**src/rtl/core/btds_pkg.sv**
```systemverilog
// Package for the byte translate / delete / squeeze filter.
// Holds the table entry type, command codes and register indexes.
// No dependencies.
package btds_pkg;

	// Request kinds carried on s_tuser
	typedef enum logic {
		CMD_LOAD = 1'b0,
		CMD_DATA = 1'b1
	} cmd_t;

	// Configuration register indexes
	typedef enum logic {
		REG_DELETE_MODE  = 1'b0,
		REG_SQUEEZE_MODE = 1'b1
	} reg_index_t;

	// One table entry: replacement byte and the two marks
	typedef struct packed {
		logic [7:0] target;
		logic       del;
		logic       sq;
	} tbl_entry_t;

	localparam int unsigned S_TDATA_W = 32;
	localparam int unsigned M_TDATA_W = 8;

endpackage : btds_pkg

```
**src/rtl/core/byte_translate_delete_squeeze.sv**
```systemverilog
// Byte translate / delete / squeeze stream filter, top level.
// Depends on btds_pkg and btds_table.
//
// The block filters a byte stream through a 256-entry character table held
// in one synchronous memory. A load request (s_tuser = 0) writes one entry
// (replacement byte, delete mark, squeeze mark) in the cycle it is accepted
// and gives no output. A data request (s_tuser = 1) is filtered: in delete
// mode a delete-marked byte is dropped and other bytes pass unchanged,
// otherwise the byte is replaced by its entry; in squeeze mode a
// squeeze-marked byte equal to the last kept marked byte is dropped, and
// any unmarked kept byte clears that memory. One request is accepted per
// cycle, loads and data alike, as long as the output is taken; a kept byte
// passes through stage 1, stage 2 and the output register before it
// appears on m_tdata. Two dependent table reads set this depth: the entry
// of the input byte, then the squeeze mark of its replacement, each through
// a registered read port. The table is not cleared at reset: load every
// entry that the data can reach before sending data. Load and data requests
// may be mixed freely; a load takes effect for every data request accepted
// after it. Write the mode registers only while the filter is empty.
module byte_translate_delete_squeeze #(
	parameter int unsigned TABLE_DEPTH = 256
) (
	input  logic                               clk,
	input  logic                               arst_n,
	// Configuration write port
	input  logic                               cfg_we,
	input  btds_pkg::reg_index_t               cfg_index,
	input  logic                               cfg_data,
	// Request stream
	input  logic                               s_tvalid,
	output logic                               s_tready,
	// s_tdata, lowest bit up: entry_index[7:0], entry_target[15:8],
	// entry_delete[16], entry_squeeze[17], data_byte[25:18], zero pad[31:26]
	input  logic [btds_pkg::S_TDATA_W-1:0]     s_tdata,
	// s_tuser: command (0 load entry, 1 data byte)
	input  btds_pkg::cmd_t                     s_tuser,
	// Result stream
	output logic                               m_tvalid,
	input  logic                               m_tready,
	// m_tdata, lowest bit up: out_byte[7:0]
	output logic [btds_pkg::M_TDATA_W-1:0]     m_tdata
);
	import btds_pkg::*;

	localparam int unsigned IDX_W = $clog2(TABLE_DEPTH);

	// Request fields
	logic [7:0] entry_index;
	logic [7:0] entry_target;
	logic       entry_delete;
	logic       entry_squeeze;
	logic [7:0] data_byte;

	assign entry_index   = s_tdata[7:0];
	assign entry_target  = s_tdata[15:8];
	assign entry_delete  = s_tdata[16];
	assign entry_squeeze = s_tdata[17];
	assign data_byte     = s_tdata[25:18];

	// Mode registers
	logic delete_mode_q;
	logic squeeze_mode_q;

	always_ff @(posedge clk or negedge arst_n) begin
		if (!arst_n) begin
			delete_mode_q  <= 1'b0;
			squeeze_mode_q <= 1'b0;
		end else if (cfg_we) begin
			case (cfg_index)
				REG_DELETE_MODE:  delete_mode_q  <= cfg_data;
				REG_SQUEEZE_MODE: squeeze_mode_q <= cfg_data;
				default: ;
			endcase
		end
	end

	// Whole pipeline advances together; it stalls only when a result is
	// waiting at the output and the sink does not take it.
	logic out_valid_q;
	logic advance;
	logic accept;
	logic load_req;
	logic data_req;

	assign advance  = !out_valid_q || m_tready;
	assign s_tready = advance;
	assign accept   = s_tvalid && s_tready;
	assign load_req = accept && (s_tuser == CMD_LOAD);
	assign data_req = accept && (s_tuser == CMD_DATA);

	// Table memory
	tbl_entry_t wr_entry;
	tbl_entry_t rd1_entry;
	tbl_entry_t rd2_entry;

	assign wr_entry = '{target: entry_target, del: entry_delete, sq: entry_squeeze};

	// Stage 1: entry of the input byte is being read
	logic       valid_s1;
	logic [7:0] byte_s1;

	btds_table #(
		.TABLE_DEPTH(TABLE_DEPTH)
	) u_table (
		.clk      (clk),
		.wr_en    (load_req),
		.wr_addr  (entry_index[IDX_W-1:0]),
		.wr_entry (wr_entry),
		.rd_en    (advance),
		.rd1_addr (data_byte[IDX_W-1:0]),
		.rd2_addr (rd1_entry.target[IDX_W-1:0]),
		.rd1_entry(rd1_entry),
		.rd2_entry(rd2_entry)
	);

	always_ff @(posedge clk or negedge arst_n) begin
		if (!arst_n) begin
			valid_s1 <= 1'b0;
		end else if (advance) begin
			valid_s1 <= data_req;
		end
	end

	always_ff @(posedge clk) begin
		if (advance) begin
			byte_s1 <= data_byte;
		end
	end

	// Stage 2: delete step done, squeeze mark of the replacement being read.
	// In delete mode the byte is unchanged, so its own mark is already known.
	logic       valid_s2;
	logic [7:0] byte_s2;
	logic       own_sq_s2;
	logic       translate_s2;
	logic       keep_s1;

	assign keep_s1 = valid_s1 && !(delete_mode_q && rd1_entry.del);

	always_ff @(posedge clk or negedge arst_n) begin
		if (!arst_n) begin
			valid_s2 <= 1'b0;
		end else if (advance) begin
			valid_s2 <= keep_s1;
		end
	end

	always_ff @(posedge clk) begin
		if (advance) begin
			byte_s2      <= delete_mode_q ? byte_s1 : rd1_entry.target;
			own_sq_s2    <= rd1_entry.sq;
			translate_s2 <= !delete_mode_q;
		end
	end

	// Squeeze step and output register
	logic       have_prev_q;
	logic [7:0] prev_byte_q;
	logic [7:0] out_byte_q;
	logic       sq_s2;
	logic       squeeze_hit;
	logic       drop_s2;

	assign sq_s2       = translate_s2 ? rd2_entry.sq : own_sq_s2;
	assign squeeze_hit = squeeze_mode_q && sq_s2;
	assign drop_s2     = squeeze_hit && have_prev_q && (prev_byte_q == byte_s2);

	always_ff @(posedge clk or negedge arst_n) begin
		if (!arst_n) begin
			out_valid_q <= 1'b0;
			have_prev_q <= 1'b0;
			prev_byte_q <= 8'd0;
		end else if (advance) begin
			out_valid_q <= valid_s2 && !drop_s2;
			// Update the squeeze memory for each byte that survives
			if (valid_s2 && !drop_s2) begin
				have_prev_q <= squeeze_hit;
				if (squeeze_hit) begin
					prev_byte_q <= byte_s2;
				end
			end
		end
	end

	always_ff @(posedge clk) begin
		if (advance) begin
			out_byte_q <= byte_s2;
		end
	end

	assign m_tvalid = out_valid_q;
	assign m_tdata  = out_byte_q;

endmodule : byte_translate_delete_squeeze

```
**src/rtl/core/btds_table.sv**
```systemverilog
// Character table of the filter: one write port, two registered read ports.
// Depends on btds_pkg for the entry type.
module btds_table #(
	parameter int unsigned TABLE_DEPTH = 256
) (
	input  logic                           clk,
	input  logic                           wr_en,
	input  logic [$clog2(TABLE_DEPTH)-1:0] wr_addr,
	input  btds_pkg::tbl_entry_t           wr_entry,
	input  logic                           rd_en,
	input  logic [$clog2(TABLE_DEPTH)-1:0] rd1_addr,
	input  logic [$clog2(TABLE_DEPTH)-1:0] rd2_addr,
	output btds_pkg::tbl_entry_t           rd1_entry,
	output btds_pkg::tbl_entry_t           rd2_entry
);
	import btds_pkg::*;

	tbl_entry_t mem_q [TABLE_DEPTH];
	tbl_entry_t rd1_q;
	tbl_entry_t rd2_q;

	always_ff @(posedge clk) begin
		if (wr_en) begin
			mem_q[wr_addr] <= wr_entry;
		end
	end

	// Hold read data while the pipeline is stalled
	always_ff @(posedge clk) begin
		if (rd_en) begin
			rd1_q <= mem_q[rd1_addr];
			rd2_q <= mem_q[rd2_addr];
		end
	end

	assign rd1_entry = rd1_q;
	assign rd2_entry = rd2_q;

endmodule : btds_table

```
**config.mk**
```make
export PLATFORM = sky130hd
export DESIGN_NAME = byte_translate_delete_squeeze
export DESIGN_NICKNAME = d
export VERILOG_FILES = /design/src/rtl/core/btds_pkg.sv /design/src/rtl/core/byte_translate_delete_squeeze.sv /design/src/rtl/core/btds_table.sv
export SDC_FILE = /design/constraint.sdc
export NUM_CORES = 2
export LEC_CHECK = 0
export ABC_CLOCK_PERIOD_IN_PS = 3100
export BUFFER_PORTS_ARGS = -buffer_cell sky130_fd_sc_hd__clkbuf_2
export CAP_MARGIN = 20
export CORE_AREA = 5 5 534 932
export DETAILED_ROUTE_END_ITERATION = 6
export DIE_AREA = 0 0 539 937
export GPL_ROUTABILITY_DRIVEN = 0
export GPL_TIMING_DRIVEN = 0
export PLACE_DENSITY = 0.37
export SETUP_SLACK_MARGIN = 0.2
export SKIP_CTS_REPAIR_TIMING = 1
export SLEW_MARGIN = 25
export SYNTH_ARGS = -nofsm -noshare
export SYNTH_HDL_FRONTEND = slang
export SYNTH_HIERARCHICAL = 1
export SYNTH_SLANG_ARGS = --single-unit
```
**constraint.sdc**
```tcl
create_clock -name clk -period 3.1 [get_ports clk]
set_input_delay 0.62 -clock clk [delete_from_list [all_inputs] [get_ports clk]]
set_output_delay 0.62 -clock clk [all_outputs]
set_load 0.005 [all_outputs]
```
==> impl_metrics.toml <==
[timing]
hold-worst-slack_ns = 0.0106
rsz0062_at_grt = "true"
finalMaxSlewViolations = 10
max_freq_ghz = 0.304
finClkSkew_ns = 0.0669
layout_min_cycle_time_ns = 3.29
relSlewSlack_pct = -0.0944
fin_ws_ns = -0.192
setup_violations = 4
finalCritPeriodShare_pct = 106
hold_viol = 0
worst_slew_pin_slew_ns = 1.50

[floorplanning]
initial_utilization_pct = 21.3
die_w_um = 539
chipHeight_um = 937
die_area_um2 = 505000
design.core.area_um2 = 489000
num_rows = 340
ios = 50

[global_routing]
grt_usage_pct = 16.9
grt_pass1_wl_um = 568000
grt_pass1_vias = 56200
grt_max_degree = 101
antenna_found_initial = 32
grt-ovfl-total = 0

[worst_hold_path]
holdPathEnd = "byte_s1[1]"
hold_depth = 1
hold_path.class = "in -> reg"
min_from = "s_tdata[19]"

[detailed_routing]
vias_per_cell = 4.46
dr.pass1.iters = 5
drtAntennaViolNets = 0
vias = 54400
drc = 0
drt_iter0_drc = 5158
wirelength_um = 440000
wire_per_inst_um = 36.1

[placed_design]
hpwl_um = 326000
dpl_worst_slack_ns = -2.49
placed_area_um2 = 117000
io_buffer_count = 39
dp_cells = 11600

[cts]
cts_buffers = 245
clock_tree.root_cell = "clkbuf_16"
cts_tree = "done"
h-tree-depth = 4
clk_pin_slew_worst_paths_ns = 0.07
clock_latency_ns = 1.01
clock_sinks = 2611
cts_max_path_buffers = 4

[critical_path]
regToRegEndpoint = "u_table/rd2_entry[0]"
cp-start-kind = "flip-flop"
path_class = "reg -> reg"
crit_required_ns = 3.83
end_kind = "flip-flop"
path_max_fanout = 7
r2r-start = "u_table/rd1_entry[5]"
reg2reg_slack_ns = -0.19
rr_worst_depth = 9
cp_data_arrival_time_ns = 4.02

[layout]
nFillCells = 48700
drive_above_1_share_pct = 38.3
stdcell_count = 12200
seqCellArea_um2 = 78300
multi_input_comb_area_um2 = 25700
areaGrowthSynthToFinish_pct = 24.0
final_net_count = 5501
final_area_um2 = 129000

[run_status]
violations = "max-capacitance violations, max-slew violations, negative setup slack"
outcome = "finished, violations left"

[logic_synthesis]
synth_nets = 4906
avgSynthCellArea_um2 = 21.4
syn-cell-area_um2 = 104000
ys_warn_count = 6
synthCells = 4866

[job]
cap_violations = 1

[power_and_ir_drop]
ir_drop_mv = 0.486
power_leakage_nw = 39.3
power_mw = 78.5
power.density_nw_per_um2 = 607
[area by class of cell]
class,count,share of cell area [%]
Inverter,9,0.0339
Multi-Input combinational cell,1790,19.9
Sequential cell,2611,60.6
Clock inverter,153,1.23
Buffer,456,2.87
Clock buffer,291,4.89
Tap cell,6498,6.29
Antenna cell,25,0.0484
Timing Repair Buffer,348,4.17
[placed cells by master, fill, tap and decap left out, types with 13 or more instances in the layout]
cell,instances
buf_12,130
nor2_1,58
clkinv_2,43
a22oi_1,14
buf_2,84
o2bb2ai_1,17
clkbuf_1,137
buf_16,54
nor2_4,174
edfxtp_1,2597
a22o_1,26
diode_2,25
nand2_1,67
o22ai_1,29
mux4_2,713
bufinv_16,29
nor2_2,86
o221ai_1,29
clkbuf_2,72
clkbuf_4,24
nand3_1,18
a31oi_4,13
buf_6,176
nor2b_1,18
mux2_2,23
buf_8,49
a21oi_1,22
clkbuf_16,246
mux2i_1,206
o21ai_0,34
dfrtp_1,14
clkinv_1,58
a221oi_1,19
buf_4,94
[power by group]
group	internal, mW	leakage (nW)	switching [mW]	total (mW)
combinational	2.96	11.9	5.22	8.18
sequential	39.1	23.6	0.217	39.3
clock	17.0	3.85	14.1	31.0
total	59.0	39.3	19.5	78.5
[critical path, cell delays in order, from the launching register on]
cell and delay (ns):
edfxtp_1 0.43, clkbuf_1 0.52, clkbuf_1 0.53, nor2_1 0.12
clkbuf_1 0.23, a22o_1 0.24, a221oi_1 0.46, o22ai_1 0.17
nor3_1 0.22, nor4_2 0.10
[registers in the layout, summed over array words and instances (netlist names), 8 cells and up]
signal / cells
m_tdata: 8
byte_s1: 8
byte_s2: 8
u_table/rd1_entry: 10
prev_byte_q: 8
u_table/mem_q: 2560
[how the worst max path moves through the flow]
stage                     cells after the start  slack, ns                 start               endpoint
final                                         9      -0.19  u_table/rd1_entry[5]   u_table/rd2_entry[0]
after global routing                          9      -0.16  u_table/rd1_entry[5]   u_table/rd2_entry[0]
after CTS                                     7      -1.56              m_tvalid  u_table/mem_q[255][0]
after detailed placement                     11      -2.49           s_tdata[21]   u_table/rd1_entry[6]
after global placement                        7      -3.60           s_tdata[22]   u_table/rd1_entry[4]
after floorplan                               7       0.23           s_tdata[18]   u_table/rd1_entry[9]
[per-layer routing]
metal | part of all wire, % | GRT usage [%] | up-vias
met4 | 9.5 | 12.4 | 14
met2 | 54 | 31.9 | 1989
met3 | 4.9 | 2.73 | 805
li1 | - | - | 21500
met5 | 0.016 | 0 | -
met1 | 32 | 16.6 | 30100
[per-stage QoR]
step / utilization, % / TNS (ns)
6_report: 26.5 / -0.592
3_5_place_dp: 24.0 / -3044.44
2_1_floorplan: - / 0
4_1_cts: 25.6 / -2095.60
3_3_place_gp: 23.0 / -
5_1_grt: 26.4 / -0.159
Power figures use the tool's default switching activity.
